`src/rtl/core/bmrsct_pkg.sv`:
```
// Shared types, codes and constants of the bitmap range set/clear/test block.
`default_nettype none

package bmrsct_pkg;

	// Default size of the bitmap in bytes.
	localparam int BITMAP_BYTES_DEF = 512;

	// Request field widths.
	localparam int CMD_W      = 2;
	localparam int START_W    = 12;
	localparam int COUNT_W    = 13;
	// Width of start plus count, which reaches at most 4095 + 8191 = 12286.
	localparam int END_W      = 14;
	// Byte index width; the largest reachable byte follows from END_W.
	localparam int BYTE_IDX_W = END_W - 3;
	localparam int BYTE_W     = 8;

	// Byte mask of all ones.
	localparam logic [BYTE_W-1:0] BYTE_ONES = 8'hFF;
	// Highest bit position inside a byte.
	localparam logic [2:0] BIT_POS_MAX = 3'd7;

	// Depth of the queue between front and back.
	localparam int QUEUE_DEPTH = 2;

	// Command codes on the request port.
	typedef enum logic [CMD_W-1:0] {
		CMD_SET   = 2'd0,
		CMD_CLEAR = 2'd1,
		CMD_TEST  = 2'd2,
		CMD_NOP   = 2'd3
	} cmd_t;

	// Work kinds handed from front to back.
	typedef enum logic [1:0] {
		OP_SET    = 2'd0,
		OP_CLEAR  = 2'd1,
		OP_TEST   = 2'd2,
		OP_REPORT = 2'd3
	} op_t;

	// Classified request carried through the queue.
	typedef struct packed {
		op_t                   op;
		logic [BYTE_IDX_W-1:0] first_byte;
		logic [BYTE_IDX_W-1:0] last_byte;
		logic [BYTE_W-1:0]     first_mask;
		logic [BYTE_W-1:0]     last_mask;
		logic                  all_set;
		logic                  range_error;
	} req_t;

	// Result strobe and fields from the back end.
	typedef struct packed {
		logic done;
		logic all_set;
		logic range_error;
	} result_t;

endpackage

`default_nettype wire

```
`src/rtl/core/bmrsct_front.sv`:
```
// Front end: accepts requests and splits each range into byte bounds and masks.
`default_nettype none

module bmrsct_front #(
	parameter int BITMAP_BYTES = bmrsct_pkg::BITMAP_BYTES_DEF
) (
	input  wire logic                              start,
	output logic                                   busy,
	input  wire logic [bmrsct_pkg::CMD_W-1:0]      command,
	input  wire logic [bmrsct_pkg::START_W-1:0]    start_bit,
	input  wire logic [bmrsct_pkg::COUNT_W-1:0]    bit_count,
	input  wire logic                              queue_full,
	input  wire logic                              init_busy,
	output logic                                   push,
	output bmrsct_pkg::req_t                       req
);

	localparam int TOTAL_BITS = BITMAP_BYTES * 8;
	localparam int TOTAL_W    = $clog2(TOTAL_BITS + 1);
	localparam int CMP_W      = (TOTAL_W > bmrsct_pkg::END_W) ? TOTAL_W : bmrsct_pkg::END_W;

	logic [bmrsct_pkg::END_W-1:0] end_bit;
	logic [bmrsct_pkg::END_W-1:0] last_bit;
	logic                         over_end;
	logic                         zero_count;
	bmrsct_pkg::cmd_t             cmd;

	// Requests are taken whenever the queue has room and the clearing pass is over.
	assign busy = queue_full | init_busy;
	assign push = start & ~busy;

	// Range end and the check against the bitmap size.
	assign cmd        = bmrsct_pkg::cmd_t'(command);
	assign end_bit    = bmrsct_pkg::END_W'(start_bit) + bmrsct_pkg::END_W'(bit_count);
	assign last_bit   = end_bit - bmrsct_pkg::END_W'(1);
	assign over_end   = CMP_W'(end_bit) > CMP_W'(TOTAL_BITS);
	assign zero_count = bit_count == '0;

	// Classify the request and derive the masks of the first and last bytes.
	always_comb begin
		req.first_byte  = bmrsct_pkg::BYTE_IDX_W'(start_bit[bmrsct_pkg::START_W-1:3]);
		req.last_byte   = last_bit[bmrsct_pkg::BYTE_IDX_W+2:3];
		req.first_mask  = bmrsct_pkg::BYTE_ONES >> start_bit[2:0];
		req.last_mask   = bmrsct_pkg::BYTE_ONES << (bmrsct_pkg::BIT_POS_MAX - last_bit[2:0]);
		req.range_error = over_end;
		req.all_set     = 1'b0;
		req.op          = bmrsct_pkg::OP_REPORT;
		if (!over_end && zero_count) begin
			req.all_set = cmd == bmrsct_pkg::CMD_TEST;
		end else if (!over_end) begin
			case (cmd)
				bmrsct_pkg::CMD_SET: begin
					req.op = bmrsct_pkg::OP_SET;
				end
				bmrsct_pkg::CMD_CLEAR: begin
					req.op = bmrsct_pkg::OP_CLEAR;
				end
				bmrsct_pkg::CMD_TEST: begin
					req.op = bmrsct_pkg::OP_TEST;
				end
				default: begin
					req.op = bmrsct_pkg::OP_REPORT;
				end
			endcase
		end
	end

endmodule

`default_nettype wire

```
`src/rtl/core/bmrsct_queue.sv`:
```
// Short first-in first-out queue of classified requests between front and back.
`default_nettype none

module bmrsct_queue (
	input  wire logic             clk,
	input  wire logic             arst_n,
	input  wire logic             push,
	input  wire bmrsct_pkg::req_t push_req,
	output logic                  full,
	input  wire logic             pop,
	output logic                  valid,
	output bmrsct_pkg::req_t      head
);

	localparam int DEPTH = bmrsct_pkg::QUEUE_DEPTH;
	localparam int PTR_W = (DEPTH > 1) ? $clog2(DEPTH) : 1;
	localparam int CNT_W = $clog2(DEPTH + 1);

	bmrsct_pkg::req_t   entries_q [DEPTH];
	logic [PTR_W-1:0]   wr_ptr_q;
	logic [PTR_W-1:0]   rd_ptr_q;
	logic [CNT_W-1:0]   count_q;

	assign full  = count_q == CNT_W'(DEPTH);
	assign valid = count_q != '0;
	assign head  = entries_q[rd_ptr_q];

	// Entry storage.
	always_ff @(posedge clk) begin
		if (push) begin
			entries_q[wr_ptr_q] <= push_req;
		end
	end

	// Pointers and fill count.
	always_ff @(posedge clk or negedge arst_n) begin
		if (!arst_n) begin
			wr_ptr_q <= '0;
			rd_ptr_q <= '0;
			count_q  <= '0;
		end else begin
			if (push) begin
				wr_ptr_q <= (wr_ptr_q == PTR_W'(DEPTH - 1)) ? '0 : wr_ptr_q + PTR_W'(1);
			end
			if (pop) begin
				rd_ptr_q <= (rd_ptr_q == PTR_W'(DEPTH - 1)) ? '0 : rd_ptr_q + PTR_W'(1);
			end
			if (push && !pop) begin
				count_q <= count_q + CNT_W'(1);
			end else if (pop && !push) begin
				count_q <= count_q - CNT_W'(1);
			end
		end
	end

endmodule

`default_nettype wire

```
`src/rtl/core/bmrsct_back.sv`:
```
// Back end: owns the bitmap memory and walks each range one byte at a time.
`default_nettype none

module bmrsct_back #(
	parameter int BITMAP_BYTES = bmrsct_pkg::BITMAP_BYTES_DEF
) (
	input  wire logic             clk,
	input  wire logic             arst_n,
	input  wire logic             req_valid,
	input  wire bmrsct_pkg::req_t req,
	output logic                  pop,
	output logic                  init_busy,
	output bmrsct_pkg::result_t   result
);

	localparam int AW = (BITMAP_BYTES > 1) ? $clog2(BITMAP_BYTES) : 1;

	typedef enum logic [3:0] {
		ST_INIT  = 4'b0001,
		ST_IDLE  = 4'b0010,
		ST_READ  = 4'b0100,
		ST_CHECK = 4'b1000
	} state_t;

	state_t                                state_q;
	logic [AW-1:0]                         init_q;
	bmrsct_pkg::req_t                      item_q;
	logic [bmrsct_pkg::BYTE_IDX_W-1:0]     cur_q;
	logic [bmrsct_pkg::BYTE_W-1:0]         rdata_q;
	bmrsct_pkg::result_t                   result_q;
	logic [bmrsct_pkg::BYTE_W-1:0]         mem_q [BITMAP_BYTES];

	logic [bmrsct_pkg::BYTE_W-1:0]         mask;
	logic                                  at_last;
	logic                                  test_fail;
	logic                                  wr_en;
	logic [AW-1:0]                         wr_addr;
	logic [bmrsct_pkg::BYTE_W-1:0]         wr_data;

	assign init_busy = state_q == ST_INIT;
	assign pop       = (state_q == ST_IDLE) && req_valid;
	assign result    = result_q;

	// Mask of the range bits in the current byte.
	always_comb begin
		mask = bmrsct_pkg::BYTE_ONES;
		if (cur_q == item_q.first_byte) begin
			mask = mask & item_q.first_mask;
		end
		if (cur_q == item_q.last_byte) begin
			mask = mask & item_q.last_mask;
		end
	end

	assign at_last   = cur_q == item_q.last_byte;
	assign test_fail = (rdata_q & mask) != mask;

	// Memory write port: clearing pass after reset, or the update of one byte.
	always_comb begin
		wr_en   = 1'b0;
		wr_addr = AW'(cur_q);
		wr_data = rdata_q | mask;
		if (state_q == ST_INIT) begin
			wr_en   = 1'b1;
			wr_addr = init_q;
			wr_data = '0;
		end else if (state_q == ST_CHECK) begin
			if (item_q.op == bmrsct_pkg::OP_SET) begin
				wr_en = 1'b1;
			end else if (item_q.op == bmrsct_pkg::OP_CLEAR) begin
				wr_en   = 1'b1;
				wr_data = rdata_q & ~mask;
			end
		end
	end

	// Bitmap memory with a registered read port.
	always_ff @(posedge clk) begin
		if (wr_en) begin
			mem_q[wr_addr] <= wr_data;
		end
		if (state_q == ST_READ) begin
			rdata_q <= mem_q[AW'(cur_q)];
		end
	end

	// Held request and byte cursor.
	always_ff @(posedge clk) begin
		if (pop) begin
			item_q <= req;
			cur_q  <= req.first_byte;
		end else if (state_q == ST_CHECK) begin
			cur_q <= cur_q + bmrsct_pkg::BYTE_IDX_W'(1);
		end
	end

	// Sequencer and result strobe.
	always_ff @(posedge clk or negedge arst_n) begin
		if (!arst_n) begin
			state_q  <= ST_INIT;
			init_q   <= '0;
			result_q <= '0;
		end else begin
			result_q.done <= 1'b0;
			case (state_q)
				ST_INIT: begin
					init_q <= init_q + AW'(1);
					if (init_q == AW'(BITMAP_BYTES - 1)) begin
						state_q <= ST_IDLE;
					end
				end
				ST_IDLE: begin
					if (req_valid) begin
						if (req.op == bmrsct_pkg::OP_REPORT) begin
							result_q.done        <= 1'b1;
							result_q.all_set     <= req.all_set;
							result_q.range_error <= req.range_error;
						end else begin
							state_q <= ST_READ;
						end
					end
				end
				ST_READ: begin
					state_q <= ST_CHECK;
				end
				ST_CHECK: begin
					if (item_q.op == bmrsct_pkg::OP_TEST && test_fail) begin
						result_q.done        <= 1'b1;
						result_q.all_set     <= 1'b0;
						result_q.range_error <= 1'b0;
						state_q              <= ST_IDLE;
					end else if (at_last) begin
						result_q.done        <= 1'b1;
						result_q.all_set     <= item_q.op == bmrsct_pkg::OP_TEST;
						result_q.range_error <= 1'b0;
						state_q              <= ST_IDLE;
					end else begin
						state_q <= ST_READ;
					end
				end
				default: begin
					state_q <= ST_IDLE;
				end
			endcase
		end
	end

endmodule

`default_nettype wire

```
`src/rtl/core/bitmap_range_set_clear_test_core.sv`:
```
// Top level of the bitmap range set/clear/test block.
//
// A request (command, start_bit, bit_count) is taken at a rising edge where
// start is high and busy is low. Commands set, clear or test a range of bits
// in a BITMAP_BYTES-byte bitmap, numbered from the top bit of byte 0 down.
// Each request yields one result: done is high for exactly one cycle with
// all_set and range_error valid in that cycle. The receiver cannot stall.
//
// The front end classifies each request and drops it into a two-entry queue;
// the back end walks the range with read-modify-write on a single-port byte
// memory, through a READ and a CHECK state for each byte touched. A range
// error, a zero count or the unused command is reported from the idle state
// with no memory access. A test stops at the first byte with a clear bit.
// The back end takes one request at a time; the front end keeps taking
// requests while the queue has room.
// After reset the bitmap is swept to zeros, one byte per cycle;
// busy stays high until the sweep is done.
`default_nettype none

module bitmap_range_set_clear_test_core #(
	parameter int BITMAP_BYTES = bmrsct_pkg::BITMAP_BYTES_DEF
) (
	input  wire logic                           clk,
	input  wire logic                           arst_n,
	input  wire logic                           start,
	output logic                                busy,
	input  wire logic [bmrsct_pkg::CMD_W-1:0]   command,
	input  wire logic [bmrsct_pkg::START_W-1:0] start_bit,
	input  wire logic [bmrsct_pkg::COUNT_W-1:0] bit_count,
	output logic                                done,
	output logic                                all_set,
	output logic                                range_error
);

	logic                queue_full;
	logic                init_busy;
	logic                push;
	bmrsct_pkg::req_t    push_req;
	logic                pop;
	logic                head_valid;
	bmrsct_pkg::req_t    head_req;
	bmrsct_pkg::result_t result;

	// Request intake and classification.
	bmrsct_front #(
		.BITMAP_BYTES(BITMAP_BYTES)
	) u_front (
		.start      (start),
		.busy       (busy),
		.command    (command),
		.start_bit  (start_bit),
		.bit_count  (bit_count),
		.queue_full (queue_full),
		.init_busy  (init_busy),
		.push       (push),
		.req        (push_req)
	);

	// Queue between front and back.
	bmrsct_queue u_queue (
		.clk      (clk),
		.arst_n   (arst_n),
		.push     (push),
		.push_req (push_req),
		.full     (queue_full),
		.pop      (pop),
		.valid    (head_valid),
		.head     (head_req)
	);

	// Range walk over the bitmap memory.
	bmrsct_back #(
		.BITMAP_BYTES(BITMAP_BYTES)
	) u_back (
		.clk       (clk),
		.arst_n    (arst_n),
		.req_valid (head_valid),
		.req       (head_req),
		.pop       (pop),
		.init_busy (init_busy),
		.result    (result)
	);

	assign done        = result.done;
	assign all_set     = result.all_set;
	assign range_error = result.range_error;

endmodule

`default_nettype wire
```
`config.mk`:
```
export PLATFORM = sky130hd
export DESIGN_NAME = bitmap_range_set_clear_test_core
export DESIGN_NICKNAME = d
export VERILOG_FILES = /design/src/rtl/core/bmrsct_pkg.sv /design/src/rtl/core/bmrsct_front.sv /design/src/rtl/core/bmrsct_queue.sv /design/src/rtl/core/bmrsct_back.sv /design/src/rtl/core/bitmap_range_set_clear_test_core.sv
export SDC_FILE = /design/constraint.sdc
export NUM_CORES = 2
export LEC_CHECK = 0
export ABC_AREA = 1
export BUFFER_PORTS_ARGS = -buffer_cell sky130_fd_sc_hd__buf_4
export CORE_MARGIN = 1.5
export CORE_UTILIZATION = 42
export DETAILED_ROUTE_END_ITERATION = 8
export PLACE_DENSITY = 0.55
export RECOVER_POWER = 25
export SLEW_MARGIN = 20
export SYNTH_ARGS = -nofsm -noshare
export SYNTH_HDL_FRONTEND = slang
export SYNTH_MEMORY_MAX_BITS = 65536
export SYNTH_SLANG_ARGS = --single-unit
```
`constraint.sdc`:
```
create_clock -name clk -period 24.5 [get_ports clk]
set_input_delay 1.225 -clock clk [delete_from_list [all_inputs] [get_ports clk]]
set_output_delay 1.225 -clock clk [all_outputs]
set_load 0.02 [all_outputs]
```
* Word level (Yosys, flattened, before mapping) *
Memories as Yosys holds them, arrays and structs flattened. A register that Yosys moved wholly into a read port is not among the register bits.
Cells that the tools add are included.

storage, ports and cells
  register bits = 71
  RAM bits = 4,176
  bits of input ports = 30
  output and inout bits = 4
  logic and storage cells = 108
  memories = 2

memory list
  name               depth  width  rd ports  clocked after Yosys merged registers in  write ports  RTL line            source
  u_back.mem_q       512    8      1         1                                        1            bmrsct_back.sv:31   logic [bmrsct_pkg::BYTE_W-1:0] mem_q [BITMAP_BYTES];
  u_queue.entries_q  2      40     1         0                                        1            bmrsct_queue.sv:19  bmrsct_pkg::req_t entries_q [DEPTH];

operators by class
  $add $sub $neg = 9
  $lt $le $gt $ge = 1
  eq/ne operators = 19
  shift-type cells = 2
  mux-type cells = 36
  bitwise gates (word level) = 8
  reduce and logical (&&, ||, !) cells = 17

operator list
  cell                                                   count
  2-to-1 mux 8 bit                                       6
  AND 8 bit                                              3
  == test 11 bit                                         2
  2-to-1 mux 11 bit                                      2
  2-to-1 mux 4 bit                                       4
  case mux 4 bit (4 select lines)                        1
  2-to-1 mux 3 bit                                       5
  adder 12 x 13 -> 14 bit                                1
  > comparator 14 x 13 -> 1 bit (second input constant)  1
  subtractor 14 x 1 -> 14 bit (second input constant)    1
  logical NOT 13 bit                                     1
  adder 11 x 1 -> 11 bit (second input constant)         1
  2-to-1 mux 1 bit                                       11
  adder 9 x 1 -> 9 bit (second input constant)           1
  == test 9 bit (second input constant)                  1
  2-to-1 mux 9 bit                                       1
  == test 2 bit (second input constant)                  4
  2-to-1 mux 2 bit                                       4
  inequality test 8 bit                                  1
  inverter 8 bit                                         1
  OR 8 bit                                               1
  nonzero test 2 bit                                     4
  left shift 8 x 3 -> 8 bit (first input constant)       1
  >> shifter 8 x 3 -> 8 bit (first input constant)       1
  other kinds (22)                                       33

* Longest topological paths before layout *
  depth after elaboration = 10
  gate-level depth with buffers = 20
  depth with buffers taken out = 16

* Hierarchy *
Synthesis repeated with hierarchy kept, for this count alone.

unflattened totals
  cells, all modules = 14,040
  area total of the unflattened synthesis = 173,161.1 sq um

modules (own cells, without submodules)
  module        instances  cells each  area each (sq um)  sequential area each (sq um)
  bmrsct_back   1          13,604      168,206.3          125,171.3
  bmrsct_queue  1          156         3,439.5            2,622.5
  bmrsct_front  1          280         1,515.2            0.0

* Least setup slack after synthesis *
OpenSTA, ideal clock, no wires.

  kind = register to register
  start point = register u_back.cur_q[0] (netlist bit)
  end point = memory u_back.mem_q[0][7] (netlist bit) (data pin)
  setup time = 2.947 ns
  data arrival time = 15.295 ns
  data required time = 21.553 ns
  setup slack = 6.258 ns
  cell stages (with the launch flop) = 13
  buffers on the path = 3
  clock period less this slack = 18.242 ns
  cells stage by stage = edfxtp_1 buf_4 buf_4 buf_4 nand2_1 nand2_1 nor2_1 nand2_1 nor2_1 nand2_1 nor2_1 o21ai_0 a21oi_1

between the ends
  word-level cells in the longest chain between the ends = 10
  elaborated cells between the ends (all ways) = 12
  those cells by class = eq/ne: 2; mux: 6; bitwise: 4

RTL lines
  element                       RTL line           source
  from (decl)                   bmrsct_back.sv:28  logic [bmrsct_pkg::BYTE_IDX_W-1:0] cur_q;
  from (signal assigned)        bmrsct_back.sv:91  cur_q <= req.first_byte;
  from (signal assigned)        bmrsct_back.sv:93  cur_q <= cur_q + bmrsct_pkg::BYTE_IDX_W'(1);
  == test 11 bit                bmrsct_back.sv:47  if (cur_q == item_q.first_byte) begin
  2-to-1 mux 8 bit              bmrsct_back.sv:47
  AND 8 bit                     bmrsct_back.sv:51  mask = mask & item_q.last_mask;
  2-to-1 mux 8 bit *            bmrsct_back.sv:50  if (cur_q == item_q.last_byte) begin
  inverter 8 bit                bmrsct_back.sv:72  wr_data = rdata_q & ~mask;
  AND 8 bit                     bmrsct_back.sv:72
  2-to-1 mux 8 bit              bmrsct_back.sv:70  end else if (item_q.op == bmrsct_pkg::OP_CLEAR) begin
  2-to-1 mux 8 bit              bmrsct_back.sv:68  if (item_q.op == bmrsct_pkg::OP_SET) begin
  2-to-1 mux 8 bit *            bmrsct_back.sv:67  end else if (state_q == ST_CHECK) begin
  2-to-1 mux 8 bit *            bmrsct_back.sv:63  if (state_q == ST_INIT) begin
  via u_back.wr_data (one bit)  bmrsct_back.sv:38  logic [bmrsct_pkg::BYTE_W-1:0] wr_data;
  to (decl)                     bmrsct_back.sv:31

Mark *: on every way through the listed nets, which the timed path passes. The rest lies on a longest branch.

* Final worst setup path *
  start point = register u_back.cur_q[0] (netlist bit)
  end point = memory u_back.mem_q[479][1] (netlist bit) (data pin)

The elaborated chain is that of the path after synthesis.

==> out/qor.txt <==
Share of cells above drive strength 1 = 0.0620
RD Place Congestion = 0.837
Mean Syn Cell Area = 12.3 um2
Final #Nets = 13691
Reg clk slew, reported paths = 0.06 ns
Final min period = 14.46 ns
Total internal power = 14.0 mW
Worst setup startpoint = u_back.cur_q[0]
Congestion Overflow GR = 0
Peak supply drop = 130 uV
Antenna violations before repair = 14
Setup crit end kind = flop
Multi-input logic area = 39100 um2
Synth Cell Area = 171000 um2
Crit path buf inv count = 4
Fin. max-slew vios = 1124
WHS Path Cells = 2
CTS hold repair buffers = 0
Sequential share of the synthesized area = 0.744
Drc violations = 0
Largest stage delay, worst path = 5.49 ns
CP cell instances = clkinvlp_2, clkbuf_1, nand2_1, nand2_1, nand2_1, nor2_1, nand4_1, nand2_1, o21ai_0, a21oi_1, clkbuf_1, buf_4
CP most frequent cell = nand2_1
Max stage delay cell, worst path = clkbuf_1
Worst EP arrival = 15.08 ns
Depth of the CTS H-tree = 5
TNS Setup = 0 ns
P&R area growth vs syn = 11.2%
First-pass GRT wire length = 724 mm
CTS tree = built
Post-CTS sizing = 0
CP required = 25.11 ns
Post-Route WL = 497 mm
DP HPWL = 271 mm
RSZ-0062 raised after global routing = no
Fillers = 36237
# port buffers = 33
Via density = 5.64
Worst R2R Path Depth = 12
Vias = 109595
Reg2reg start = u_back.cur_q[0]
Fin crit share = 0.590
Worst Hold Class = flop to flop
PD cells = 119 nW/um2
Die Wd = 641 um
CP delay by family, top = buffers and inverters
Max frequency = 0.0691 GHz
Crit path launch type = flop
Critical path class = flop to flop
Pin count of the biggest net entering global routing = 210
Post-layout util = 0.469
Reg power frac = 0.363
Setup repair bufs after CTS = 0
Starting DRT DRC Count = 11933
Crit path max fanout = 161
Pleak = 71.1 nW
Post-synth top area cell = edfxtp_1
Sw power = 8.56 mW
Avg WL per Cell = 25.6 um
Initial core utilization = 0.422
Yosys synthesis warning count = 0
Clock Tree Buf Depth = 4
Synth area leaders = edfxtp_1, nor2_1, o21ai_0
Syn Nets = 13996
Root Buffer = clkbuf_16
Critical Path Stages = 12
Core ar. = 406000 um2
Die ar. = 411000 um2
FF+latch count, synth = 4247
Clk_lat worst skew = 1.00 ns
FF-to-FF setup slack = 10.04 ns
Status = finished with violations
Top-level port count = 34
Final setup violation count = 0
Switching share of power = 0.379
Gr usage total = 0.236
Clock sink count = 4247
Failing checks = max-capacitance violations, max-slew violations
Clk_skew = 0.0546 ns
TritonCTS Buffers = 432
Antenna viol nets, final = 0
Synth Instances = 13945
Cell variety after synth = 41
# rows = 234
Die Span Y = 641 um
Max_cap viols = 22
1st-pass router iterations = 6
Clock share of power = 0.296
FF/Latch Area = 127000 um2
Hold Vio Cnt, Final = 0
Combinational share of power = 0.341
Max-slew headroom = -4.12
Yosys top cell area share = 0.741
Worst-margin pin slew = 7.68 ns
Hold path startpoint = u_back.result[0]
Number of global-route vias before repair = 102650
sequential cells by signal, indices dropped and copies added (netlist names):
signal and count:
u_queue.wr_ptr_q 1, u_back.cur_q 11, u_queue.count_q 2, u_queue.entries_q 76
u_back.state_q 4, u_back.init_q 9, u_back.mem_q 4096, u_back.rdata_q 8
u_back.item_q 36, u_back.result 3, u_queue.rd_ptr_q 1
Yosys cell counts, drive strengths merged:
| library cell | n |
|---|---|
| xor2 | 24 |
| o22ai | 391 |
| nand2 | 1322 |
| o211ai | 481 |
| a21oi | 143 |
| buf | 374 |
| nand4 | 11 |
| o21ai | 2201 |
| o21bai | 6 |
| or2 | 11 |
| ha | 20 |
| a211oi | 1 |
| dfstp | 1 |
| dfrtp | 19 |
| nor4 | 7 |
| nor3 | 13 |
| o2111ai | 1 |
| nor3b | 1 |
| nor2 | 3378 |
| nand3b | 10 |
| o221ai | 8 |
| edfxtp | 4227 |
| mux2i | 1 |
| clkbuf | 585 |
| nand3 | 467 |
| inv | 213 |
| xnor2 | 11 |
| a31oi | 9 |
| a21boi | 2 |
| clkinv | 4 |
| o31ai | 2 |
| fa | 1 |
layer usage:
metal,wire (um),part of all wire,vias up,global-route usage
met5,0,0,-,0
met2,225000,0.45,4169,0.360
met3,35500,0.072,712,0.0335
met4,14400,0.029,0,0.0660
li1,-,-,49665,-
met1,222000,0.45,55049,0.353
tightest hold or removal path, cell delays in order (launching register included):
cell	delay (ns)
dfrtp_1	0.35
nand2_1	0.06
nand2_1	0.05
layout make-up:
class / count / share of cell area
Multi-Input combinational cell: 8522 / 0.206
Tap cell: 5428 / 0.0357
Clock inverter: 283 / 0.0151
Sequential cell: 4247 / 0.670
Timing Repair Buffer: 220 / 0.00991
Antenna cell: 6 / 0.0000789
Inverter: 217 / 0.00448
Clock buffer: 523 / 0.0596
cells by family (layout without fill, tap and decap cells):
group / count (synthesis) / after routing / synth area share
other: 0 / 6 / 0
AOI/OAI and AO/OA: 3245 / 3245 / 0.105
xor gates and xnor gates: 35 / 35 / 0.00179
DFF: 4247 / 4247 / 0.744
adders and majority gates: 21 / 21 / 0.00158
and+or+nand+nor: 5220 / 5220 / 0.119
muxes: 1 / 1 / 0.0000585
buffers and inverters: 1176 / 1243 / 0.0282
per-stage QoR:
stage | instances | total power, mW | hold WS (ns) | instance area, um2 | setup WS (ns)
after floorplan | 13945 | 13.2 | 0.455 | 171000 | 6.26
after CTS | 19437 | 22.6 | 0.0662 | 190000 | 17.99
after global routing | 19441 | 23.6 | 0.505 | 190000 | 8.97
after detailed placement | 18631 | 15.9 | 0.471 | 176000 | 18.03
final | 19446 | 22.6 | 0.487 | 190000 | 10.04
after global placement | 18631 | 15.9 | 0.473 | 176000 | 18.08
path summary, 6_finish.rpt:
| path | to |
|---|---|
| worst max-delay path | u_back.mem_q[479][1] |
| worst min-delay path | u_back.result[0] |
| worst max register to register | u_back.mem_q[479][1] |
| worst min register to register | u_back.result[0] |
| max in group asynchronous | u_back.init_q[6] |
| min in group asynchronous | u_queue.wr_ptr_q |
power by group through the flow:
stage	clock network, mW	logic (mW)	registers, mW
3_5_place_dp	0	7.59	8.34
3_3_place_gp	0	7.60	8.34
4_1_cts	6.77	7.61	8.19
2_1_floorplan	0	4.83	8.41
5_1_grt	7.04	8.39	8.20
6_report	6.69	7.69	8.20
cells in the final DEF, fill, tap and decap left out, types with 14 or more instances in the layout:
cell	Yosys	final
buf_4	15	155
buf_12	0	26
nand3_1	467	465
nand2_4	0	14
clkinv_1	4	95
o21ai_0	2192	2195
clkbuf_1	585	116
o22ai_1	391	391
clkbuf_16	0	439
inv_1	204	204
bufinv_16	0	54
clkinv_2	0	107
nor2_1	3373	3371
ha_1	20	20
o211ai_1	481	481
edfxtp_1	4227	4227
a21oi_1	143	140
nand2_1	1322	1307
xor2_1	24	24
dfrtp_1	19	19
Note: power is estimated with default switching activity, not from simulation.
